### src/rtl/fprq_pkg.sv
// Request codes, error codes and shared types of the ready queue
package fprq_pkg;

  typedef enum logic [1:0] {
    FUNC_ENQUEUE = 2'd0,
    FUNC_DEQUEUE = 2'd1,
    FUNC_PICK    = 2'd2,
    FUNC_TICK    = 2'd3
  } fprq_func_e;

  typedef enum logic [1:0] {
    ERR_OK      = 2'd0,
    ERR_FULL    = 2'd1,
    ERR_ABSENT  = 2'd2,
    ERR_PRESENT = 2'd3
  } fprq_err_e;

  // Flags returned by the shared compare unit
  typedef struct packed {
    logic id_eq;
    logic prio_gt;
  } fprq_cmp_t;

endpackage

### src/rtl/fprq_if.sv
// Request and response channel interfaces of the ready queue
interface fprq_req_if #(
  parameter int TASK_ID_BITS  = 6,
  parameter int PRIORITY_BITS = 8
);
  logic                     valid;
  logic                     ready;
  logic [1:0]               func;
  logic [TASK_ID_BITS-1:0]  task_id;
  logic [PRIORITY_BITS-1:0] task_priority;
  logic                     current_is_idle;

  modport source (output valid, func, task_id, task_priority, current_is_idle,
                  input ready);
  modport sink (input valid, func, task_id, task_priority, current_is_idle,
                output ready);
endinterface

interface fprq_rsp_if #(
  parameter int TASK_ID_BITS = 6,
  parameter int COUNT_BITS   = 5
);
  logic                    valid;
  logic                    ready;
  logic                    picked_valid;
  logic [TASK_ID_BITS-1:0] picked_id;
  logic                    resched_req;
  logic [COUNT_BITS-1:0]   queued_count;
  logic [1:0]              error;

  modport source (output valid, picked_valid, picked_id, resched_req, queued_count,
                  error, input ready);
  modport sink (input valid, picked_valid, picked_id, resched_req, queued_count,
                error, output ready);
endinterface

### src/rtl/fixed_priority_ready_queue_core.sv
// Fixed-priority ready queue: slot memory, shared compare unit and request sequencer
//
//   channel  dir  modport  carries
//   req_i    in   sink     func, task_id, task_priority, current_is_idle
//   rsp_o    out  source   picked_valid, picked_id, resched_req, queued_count, error
//
// Steps: enqueue, pick and tick walk the queued slots once from the head to
// the result register; dequeue, on a match, walks the slots behind it again
// to close the gap. The single read port of the slot memory sets this: one
// slot is read per cycle. One transaction at a time.
// Reset clears all registers but not the slots, which are written before read.
// A stalled result holds in the output register; the next request is taken
// as soon as the result has been loaded, whether or not it has been taken.
module fixed_priority_ready_queue_core
  import fprq_pkg::*;
#(
  parameter int QUEUE_DEPTH   = 16,
  parameter int PRIORITY_BITS = 8,
  parameter int TASK_ID_BITS  = 6
) (
  input  logic       clk_i,
  input  logic       rst_ni,
  fprq_req_if.sink   req_i,
  fprq_rsp_if.source rsp_o
);

  localparam int AW = $clog2(QUEUE_DEPTH);
  localparam int CW = $clog2(QUEUE_DEPTH + 1);
  localparam int EW = TASK_ID_BITS + PRIORITY_BITS;

  typedef enum logic [1:0] {
    S_IDLE,
    S_SCAN,
    S_SHIFT,
    S_DONE
  } state_e;

  state_e                   state_q, state_d;
  fprq_func_e               func_q, func_d;
  logic [TASK_ID_BITS-1:0]  id_q, id_d;
  logic [PRIORITY_BITS-1:0] prio_q, prio_d;
  logic                     idle_q, idle_d;
  logic [CW-1:0]            count_q, count_d;
  logic [CW-1:0]            raddr_q, raddr_d;     // next slot to read
  logic                     tag_vld_q, tag_vld_d; // read data valid this cycle
  logic [AW-1:0]            tag_addr_q, tag_addr_d;
  logic                     found_q, found_d;     // match, pick hit or preempt
  logic [AW-1:0]            pos_q, pos_d;
  logic [PRIORITY_BITS-1:0] best_q, best_d;
  logic [TASK_ID_BITS-1:0]  pick_id_q, pick_id_d;

  // Output register
  logic                     rsp_vld_q, rsp_vld_d;
  logic                     rsp_pvld_q, rsp_pvld_d;
  logic [TASK_ID_BITS-1:0]  rsp_pid_q, rsp_pid_d;
  logic                     rsp_resched_q, rsp_resched_d;
  logic [CW-1:0]            rsp_count_q, rsp_count_d;
  fprq_err_e                rsp_err_q, rsp_err_d;

  logic                     ram_we;
  logic [AW-1:0]            ram_waddr;
  logic [EW-1:0]            ram_wdata;
  logic [EW-1:0]            ram_rdata;
  logic [TASK_ID_BITS-1:0]  entry_id;
  logic [PRIORITY_BITS-1:0] entry_prio;
  fprq_cmp_t                cmp;
  logic                     out_free;
  logic                     queue_full;
  logic                     enq_ok;

  assign entry_id   = ram_rdata[EW-1:PRIORITY_BITS];
  assign entry_prio = ram_rdata[PRIORITY_BITS-1:0];

  fprq_slot_ram #(
    .DEPTH (QUEUE_DEPTH),
    .WIDTH (EW)
  ) u_slot_ram (
    .clk_i   (clk_i),
    .we_i    (ram_we),
    .waddr_i (ram_waddr),
    .wdata_i (ram_wdata),
    .raddr_i (raddr_q[AW-1:0]),
    .rdata_o (ram_rdata)
  );

  fprq_cmp_unit #(
    .TASK_ID_BITS  (TASK_ID_BITS),
    .PRIORITY_BITS (PRIORITY_BITS)
  ) u_cmp_unit (
    .entry_id_i   (entry_id),
    .entry_prio_i (entry_prio),
    .key_id_i     (id_q),
    .req_prio_i   (prio_q),
    .best_prio_i  (best_q),
    .sel_best_i   (func_q == FUNC_PICK),
    .cmp_o        (cmp)
  );

  assign out_free   = !rsp_vld_q || rsp_o.ready;
  assign queue_full = (count_q == CW'(QUEUE_DEPTH));
  assign enq_ok     = (func_q == FUNC_ENQUEUE) && !found_q && !queue_full;

  always_comb begin
    state_d       = state_q;
    func_d        = func_q;
    id_d          = id_q;
    prio_d        = prio_q;
    idle_d        = idle_q;
    count_d       = count_q;
    raddr_d       = raddr_q;
    tag_vld_d     = 1'b0;
    tag_addr_d    = tag_addr_q;
    found_d       = found_q;
    pos_d         = pos_q;
    best_d        = best_q;
    pick_id_d     = pick_id_q;
    rsp_vld_d     = rsp_vld_q && !rsp_o.ready;
    rsp_pvld_d    = rsp_pvld_q;
    rsp_pid_d     = rsp_pid_q;
    rsp_resched_d = rsp_resched_q;
    rsp_count_d   = rsp_count_q;
    rsp_err_d     = rsp_err_q;
    // Shift path writes each slot one place lower; enqueue overrides below
    ram_we        = 1'b0;
    ram_waddr     = tag_addr_q - AW'(1);
    ram_wdata     = ram_rdata;

    unique case (state_q)
      S_IDLE: begin
        if (req_i.valid) begin
          // Latch the request and start the walk from the head
          func_d  = fprq_func_e'(req_i.func);
          id_d    = req_i.task_id;
          prio_d  = req_i.task_priority;
          idle_d  = req_i.current_is_idle;
          found_d = 1'b0;
          best_d  = '0;
          raddr_d = '0;
          state_d = S_SCAN;
        end
      end

      S_SCAN: begin
        if (raddr_q != count_q) begin
          tag_vld_d  = 1'b1;
          tag_addr_d = raddr_q[AW-1:0];
          raddr_d    = raddr_q + CW'(1);
        end
        if (tag_vld_q) begin
          case (func_q)
            FUNC_PICK: begin
              // Strictly greater keeps the earliest arrival on ties
              if (!found_q || cmp.prio_gt) begin
                found_d   = 1'b1;
                best_d    = entry_prio;
                pick_id_d = entry_id;
              end
            end
            FUNC_TICK: begin
              if (cmp.prio_gt) begin
                found_d = 1'b1;
              end
            end
            default: begin
              if (cmp.id_eq && !found_q) begin
                found_d = 1'b1;
                pos_d   = tag_addr_q;
              end
            end
          endcase
        end
        if ((raddr_q == count_q) && !tag_vld_q) begin
          if ((func_q == FUNC_DEQUEUE) && found_q) begin
            raddr_d = CW'(pos_q) + CW'(1);
            state_d = S_SHIFT;
          end else begin
            state_d = S_DONE;
          end
        end
      end

      S_SHIFT: begin
        // Read slot k, write it back at k - 1 in the following cycle
        if (raddr_q != count_q) begin
          tag_vld_d  = 1'b1;
          tag_addr_d = raddr_q[AW-1:0];
          raddr_d    = raddr_q + CW'(1);
        end
        if (tag_vld_q) begin
          ram_we = 1'b1;
        end
        if ((raddr_q == count_q) && !tag_vld_q) begin
          state_d = S_DONE;
        end
      end

      S_DONE: begin
        if (out_free) begin
          if (enq_ok) begin
            ram_we    = 1'b1;
            ram_waddr = count_q[AW-1:0];
            ram_wdata = {id_q, prio_q};
            count_d   = count_q + CW'(1);
          end else if ((func_q == FUNC_DEQUEUE) && found_q) begin
            count_d = count_q - CW'(1);
          end
          rsp_vld_d     = 1'b1;
          rsp_pvld_d    = (func_q == FUNC_PICK) && found_q;
          rsp_pid_d     = ((func_q == FUNC_PICK) && found_q) ? pick_id_q : '0;
          rsp_resched_d = (func_q == FUNC_TICK) && (idle_q || found_q);
          rsp_count_d   = count_d;
          case (func_q)
            FUNC_ENQUEUE: rsp_err_d = found_q ? ERR_PRESENT : (queue_full ? ERR_FULL : ERR_OK);
            FUNC_DEQUEUE: rsp_err_d = found_q ? ERR_OK : ERR_ABSENT;
            default:      rsp_err_d = ERR_OK;
          endcase
          state_d = S_IDLE;
        end
      end

      default: state_d = S_IDLE;
    endcase
  end

  always_ff @(posedge clk_i or negedge rst_ni) begin
    if (!rst_ni) begin
      state_q       <= S_IDLE;
      func_q        <= FUNC_ENQUEUE;
      id_q          <= '0;
      prio_q        <= '0;
      idle_q        <= 1'b0;
      count_q       <= '0;
      raddr_q       <= '0;
      tag_vld_q     <= 1'b0;
      tag_addr_q    <= '0;
      found_q       <= 1'b0;
      pos_q         <= '0;
      best_q        <= '0;
      pick_id_q     <= '0;
      rsp_vld_q     <= 1'b0;
      rsp_pvld_q    <= 1'b0;
      rsp_pid_q     <= '0;
      rsp_resched_q <= 1'b0;
      rsp_count_q   <= '0;
      rsp_err_q     <= ERR_OK;
    end else begin
      state_q       <= state_d;
      func_q        <= func_d;
      id_q          <= id_d;
      prio_q        <= prio_d;
      idle_q        <= idle_d;
      count_q       <= count_d;
      raddr_q       <= raddr_d;
      tag_vld_q     <= tag_vld_d;
      tag_addr_q    <= tag_addr_d;
      found_q       <= found_d;
      pos_q         <= pos_d;
      best_q        <= best_d;
      pick_id_q     <= pick_id_d;
      rsp_vld_q     <= rsp_vld_d;
      rsp_pvld_q    <= rsp_pvld_d;
      rsp_pid_q     <= rsp_pid_d;
      rsp_resched_q <= rsp_resched_d;
      rsp_count_q   <= rsp_count_d;
      rsp_err_q     <= rsp_err_d;
    end
  end

  // Take a request only between transactions
  assign req_i.ready        = (state_q == S_IDLE);

  assign rsp_o.valid        = rsp_vld_q;
  assign rsp_o.picked_valid = rsp_pvld_q;
  assign rsp_o.picked_id    = rsp_pid_q;
  assign rsp_o.resched_req  = rsp_resched_q;
  assign rsp_o.queued_count = rsp_count_q;
  assign rsp_o.error        = rsp_err_q;

endmodule

### src/rtl/fprq_slot_ram.sv
// Slot memory: one write port, one registered read port
module fprq_slot_ram #(
  parameter int DEPTH = 16,
  parameter int WIDTH = 14
) (
  input  logic                     clk_i,
  input  logic                     we_i,
  input  logic [$clog2(DEPTH)-1:0] waddr_i,
  input  logic [WIDTH-1:0]         wdata_i,
  input  logic [$clog2(DEPTH)-1:0] raddr_i,
  output logic [WIDTH-1:0]         rdata_o
);

  logic [WIDTH-1:0] mem_q [DEPTH];
  logic [WIDTH-1:0] rdata_q;

  always_ff @(posedge clk_i) begin
    if (we_i) begin
      mem_q[waddr_i] <= wdata_i;
    end
    rdata_q <= mem_q[raddr_i];
  end

  assign rdata_o = rdata_q;

endmodule

### src/rtl/fprq_cmp_unit.sv
// Shared compare unit: id match and strict priority compare against a chosen reference
module fprq_cmp_unit
  import fprq_pkg::*;
#(
  parameter int TASK_ID_BITS  = 6,
  parameter int PRIORITY_BITS = 8
) (
  input  logic [TASK_ID_BITS-1:0]  entry_id_i,
  input  logic [PRIORITY_BITS-1:0] entry_prio_i,
  input  logic [TASK_ID_BITS-1:0]  key_id_i,
  input  logic [PRIORITY_BITS-1:0] req_prio_i,
  input  logic [PRIORITY_BITS-1:0] best_prio_i,
  input  logic                     sel_best_i,
  output fprq_cmp_t                cmp_o
);

  logic [PRIORITY_BITS-1:0] ref_prio;

  // Compare against the running best on pick, the request priority otherwise
  assign ref_prio      = sel_best_i ? best_prio_i : req_prio_i;
  assign cmp_o.id_eq   = (entry_id_i == key_id_i);
  assign cmp_o.prio_gt = (entry_prio_i > ref_prio);

endmodule

### src/flat_wrapper.sv
// flat-port wrapper written by rule: the top's interface ports become plain ports
module fixed_priority_ready_queue_core_flat import fprq_pkg::*;
#(
  parameter int QUEUE_DEPTH   = 16,
  parameter int PRIORITY_BITS = 8,
  parameter int TASK_ID_BITS  = 6
)
  (clk_i, rst_ni, req_i_valid, req_i_func, req_i_task_id, req_i_task_priority, req_i_current_is_idle, req_i_ready, rsp_o_valid, rsp_o_picked_valid, rsp_o_picked_id, rsp_o_resched_req, rsp_o_queued_count, rsp_o_error, rsp_o_ready);
  fprq_req_if #(.TASK_ID_BITS(TASK_ID_BITS), .PRIORITY_BITS(PRIORITY_BITS)) req_i_i ();
  fprq_rsp_if #(.TASK_ID_BITS(TASK_ID_BITS)) rsp_o_i ();
  input  logic clk_i;
  input  logic rst_ni;
  input wire logic [$bits(req_i_i.valid)-1:0] req_i_valid;
  input wire logic [$bits(req_i_i.func)-1:0] req_i_func;
  input wire logic [$bits(req_i_i.task_id)-1:0] req_i_task_id;
  input wire logic [$bits(req_i_i.task_priority)-1:0] req_i_task_priority;
  input wire logic [$bits(req_i_i.current_is_idle)-1:0] req_i_current_is_idle;
  output wire logic [$bits(req_i_i.ready)-1:0] req_i_ready;
  output wire logic [$bits(rsp_o_i.valid)-1:0] rsp_o_valid;
  output wire logic [$bits(rsp_o_i.picked_valid)-1:0] rsp_o_picked_valid;
  output wire logic [$bits(rsp_o_i.picked_id)-1:0] rsp_o_picked_id;
  output wire logic [$bits(rsp_o_i.resched_req)-1:0] rsp_o_resched_req;
  output wire logic [$bits(rsp_o_i.queued_count)-1:0] rsp_o_queued_count;
  output wire logic [$bits(rsp_o_i.error)-1:0] rsp_o_error;
  input wire logic [$bits(rsp_o_i.ready)-1:0] rsp_o_ready;
  assign req_i_i.valid = req_i_valid;
  assign req_i_i.func = req_i_func;
  assign req_i_i.task_id = req_i_task_id;
  assign req_i_i.task_priority = req_i_task_priority;
  assign req_i_i.current_is_idle = req_i_current_is_idle;
  assign req_i_ready = req_i_i.ready;
  assign rsp_o_valid = rsp_o_i.valid;
  assign rsp_o_picked_valid = rsp_o_i.picked_valid;
  assign rsp_o_picked_id = rsp_o_i.picked_id;
  assign rsp_o_resched_req = rsp_o_i.resched_req;
  assign rsp_o_queued_count = rsp_o_i.queued_count;
  assign rsp_o_error = rsp_o_i.error;
  assign rsp_o_i.ready = rsp_o_ready;
  fixed_priority_ready_queue_core #(.QUEUE_DEPTH(QUEUE_DEPTH), .PRIORITY_BITS(PRIORITY_BITS), .TASK_ID_BITS(TASK_ID_BITS)) u_core (.clk_i(clk_i), .rst_ni(rst_ni), .req_i(req_i_i), .rsp_o(rsp_o_i));
endmodule
### config.mk
export PLATFORM = sky130hd
export DESIGN_NAME = fixed_priority_ready_queue_core_flat
export DESIGN_NICKNAME = d
export VERILOG_FILES = /design/src/rtl/fprq_pkg.sv /design/src/rtl/fprq_if.sv /design/src/rtl/fixed_priority_ready_queue_core.sv /design/src/rtl/fprq_slot_ram.sv /design/src/rtl/fprq_cmp_unit.sv /design/src/flat_wrapper.sv
export SDC_FILE = /design/constraint.sdc
export NUM_CORES = 1
export LEC_CHECK = 0
export BUFFER_PORTS_ARGS = -buffer_cell sky130_fd_sc_hd__buf_4
export CORE_MARGIN = 4
export CORE_UTILIZATION = 45
export DETAILED_ROUTE_END_ITERATION = 8
export PLACE_DENSITY_LB_ADDON = 0.2
export SLEW_MARGIN = 20
export SYNTH_ARGS = -nofsm -noshare
export SYNTH_HDL_FRONTEND = slang
export SYNTH_SLANG_ARGS = --single-unit
export TNS_END_PERCENT = 100
### constraint.sdc
create_clock -name clk_i -period 8 [get_ports clk_i]
set_input_delay 2.4 -clock clk_i [delete_from_list [all_inputs] [get_ports clk_i]]
set_output_delay 2.4 -clock clk_i [all_outputs]
set_load 0.03 [all_outputs]
==> flow_metrics.tcl <==
set metrics [dict create \
    status "completed" \
    yosysWarnings 0 \
    wl_per_cell_microns 22.8 \
    path_class "primary input to flip-flop" \
    cts_made_buffers 31 \
    avgSynthCellArea_sq_um 16.1 \
    utilization_pct 52.2 \
    clk_pin_slew_ps 60 \
    drc 0 \
    fmax_mhz 221 \
    die-area_sq_um 30800 \
    finalWeightedCongestion 0.850 \
    cts-root-buf "clkbuf_16" \
    nets 871 \
    ys_ff_latch 302 \
    track_usage_pct 18.4 \
    power_frac_clock_pct 29.0 \
    grt_pass1_wl_microns 43300 \
    post-route-cell-area_sq_um 14500 \
    grt_pass1_vias 6985 \
    synth_xor_area_share_pct 1.53 \
    cts_setup_buffers 0 \
    port_buffers 37 \
    antenna_left 0 \
    drive_gt1_share_pct 25.8 \
    setup_violations 0 \
    crit_fanout 21 \
    clk_path_buf_depth 3 \
    htree_num_levels 1 \
    min_period_over_period_pct 56.5 \
    hpwlAfterDp_microns 18700 \
    combPwrFrac_pct 27.4 \
    start_util_pct 45.5 \
    nFillCells 2244 \
    max_cap_violations 0 \
    swShare_pct 32.4 \
    cts_resized 0 \
    antenna_found_initial 0 \
    skew_ps 12.8 \
    yosys.area_share.simple_pct 4.33 \
    min_period_ps 4520 \
    p_leak_nw 5.12 \
    synth_top_family_by_area "multiplexers" \
    hp-class "flip-flop to flip-flop" \
    worstSkewPairLatency_ps 570 \
    io_pins 38 \
    hold_viol 0 \
    synth_area_sq_um 12600 \
    tns_ps 0 \
    register_area_sq_um 8610 \
    grt_max_degree 65 \
    clock_sink_count 302 \
    async_flop_share_pct 21.2 \
    antenna_cells 0 \
    vias_per_cell 5.63 \
    firstDrtPassIters 5 \
    synth_fa_ha_area_share_pct 2.04 \
    die_x_microns 175 \
    via_count 6939 \
    fp.dieH_microns 175 \
    area_growth_pct 14.6 \
    r2r_slack_ps 4440 \
    worstPathRequired_ps 8190 \
    grt_setup_unrepaired "false" \
    drt_iter0_markers 607 \
    synth_edf_count 224 \
    yosysSeqAreaShare_pct 68.2 \
    seq_power_share_pct 43.7 \
    wl_microns 28000 \
    drv_slew 0 \
    p_int_w 0.00351 \
    cp-end-kind "flip-flop" \
    cp.arrival_ps 4720 \
    layout_common_cells "224 x edfxtp_1, 63 x dfrtp_1, 60 x mux2_2" \
    start_kind "primary input" \
    placed_cell_area_sq_um 13300 \
    yosys-mux-area-fraction_pct 15.1 \
    rows 61 \
    worst_pin_slew_ps 1130 \
    multi_input_area_sq_um 3870 \
    relSlewSlack_pct 24.4 \
    syn_inst 785 \
    cts_tree "built" \
    yosysUniqueCellTypes 59 \
    core-area_sq_um 27700 \
    synth-compound-area-share_pct 6.95 \
    synthFlopType "edfxtp_1" \
    grt_overflow_total 0 \
    ir_drop_uv 185 \
    hold_buffers 0 \
    p_switching_w 0.00168 \
    syn-num-nets 826 \
    final_common_cell "edfxtp_1" \
    power_density_nw_per_um2 359 \
]
worst paths after layout:
| path | cells after the start | to | start |
|---|---|---|---|
| min in group asynchronous | 1 | u_core.count_q[3] | rst_ni |
| max in group asynchronous | 1 | u_core.raddr_q[0] | rst_ni |
| worst max register to register | 6 | u_core.u_slot_ram.mem_q[4][7] | u_core.count_q[3] |
| worst max-delay path | 8 | u_core.u_slot_ram.mem_q[12][2] | rsp_o_ready |
| worst min register to register | 2 | u_core.rsp_o.error[1] | u_core.rsp_o.error[1] |
| worst min-delay path | 2 | u_core.rsp_o.error[1] | u_core.rsp_o.error[1] |
power by group through the flow:
stage / sequential, W / clock [W] / combinational [W]
after detailed placement: 0.00230 / 0 / 0.00142
after floorplan: 0.00224 / 0 / 0.000980
after global routing: 0.00230 / 0.00162 / 0.00156
after global placement: 0.00230 / 0 / 0.00136
final: 0.00227 / 0.00151 / 0.00142
after CTS: 0.00227 / 0.00154 / 0.00142
per-stage QoR:
step	power, W	hold slack (ps)	setup slack [ps]	instances
after floorplan	0.00322	460	2940	785
after global placement	0.00365	466	2770	1175
after detailed placement	0.00372	476	2650	1175
after CTS	0.00524	489	3240	1232
after global routing	0.00548	515	3320	1232
final	0.00520	486	3480	1232
flip-flops by register name (all words and copies together) (netlist names), 2 cells and up:
signal                     cells
u_core.func_q                  2
u_core.tag_addr_q              4
u_core.count_q                 5
u_core.prio_q                  8
u_core.best_q                  8
u_core.rsp_o.picked_id         6
u_core.u_slot_ram.mem_q      224
u_core.pick_id_q               6
u_core.state_q                 2
u_core.pos_q                   4
u_core.id_q                    6
u_core.u_slot_ram.rdata_o     14
u_core.raddr_q                 5
u_core.rsp_o.error             2
critical path: stages:
cell	delay, ps
buf_4	110
nand2b_1	160
nand2_1	80
buf_4	260
or2_1	410
a21o_1	380
nand2_1	250
nor2_2	650
cell type report:
| cell class | count | share of cell area [%] |
|---|---|---|
| inverters | 12 | 0.311 |
| clock buffers | 39 | 5.85 |
| well taps | 378 | 3.27 |
| clock inverters | 18 | 1.67 |
| repair buffers | 50 | 2.60 |
| flip-flops and latches | 302 | 59.6 |
| multi-input cells | 433 | 26.7 |
routing by layer:
metal  GRT usage [%]  wire, microns  up-vias
li1                -              -     3136
met1            27.2          12400     3507
met2            28.3          13000      253
met3            3.21           1830       43
met4            5.65            812        0
met5               0              0        -
logic make-up (layout without fill, tap and decap cells):
logic type	count (synthesis)	after routing
fa+ha+maj	20	20
mux	147	147
flops	302	302
buf+inv	50	119
compound gates	132	132
simple gates	112	112
xor+xnor	22	22
synth_stat cells (2+ instances only):
library cell    n  share of area, %
a2111oi_0       2              0.14
a21o_1          5              0.30
a21oi_1        29               1.2
a221oi_1       14              0.97
a22o_1          6              0.42
a22oi_1        16              0.95
and3_1          3              0.15
buf_1           5              0.15
buf_2           7              0.28
buf_4           2              0.12
buf_6           3              0.27
clkbuf_1       21              0.62
dfrtp_1        64                13
dfxtp_1        14               2.2
edfxtp_1      224                53
ha_1           19               1.9
inv_1          12              0.36
mux2_2         60               5.4
mux2i_1        58               4.6
mux4_2         28               5.0
nand2_1        38               1.1
nand2b_1        5              0.25
nand3_1         5              0.20
nand4_1         4              0.20
nor2_1         24              0.71
nor2_2          2             0.099
nor2b_1         3              0.15
nor3_1         10              0.40
nor4_1          4              0.20
o211ai_1        5              0.30
o21ai_0        40               1.6
o31ai_1         2              0.12
or2_2           4              0.20
or3_1           2             0.099
xnor2_1        13              0.90
xor2_1          9              0.62
Power figures use the tool's default switching activity.
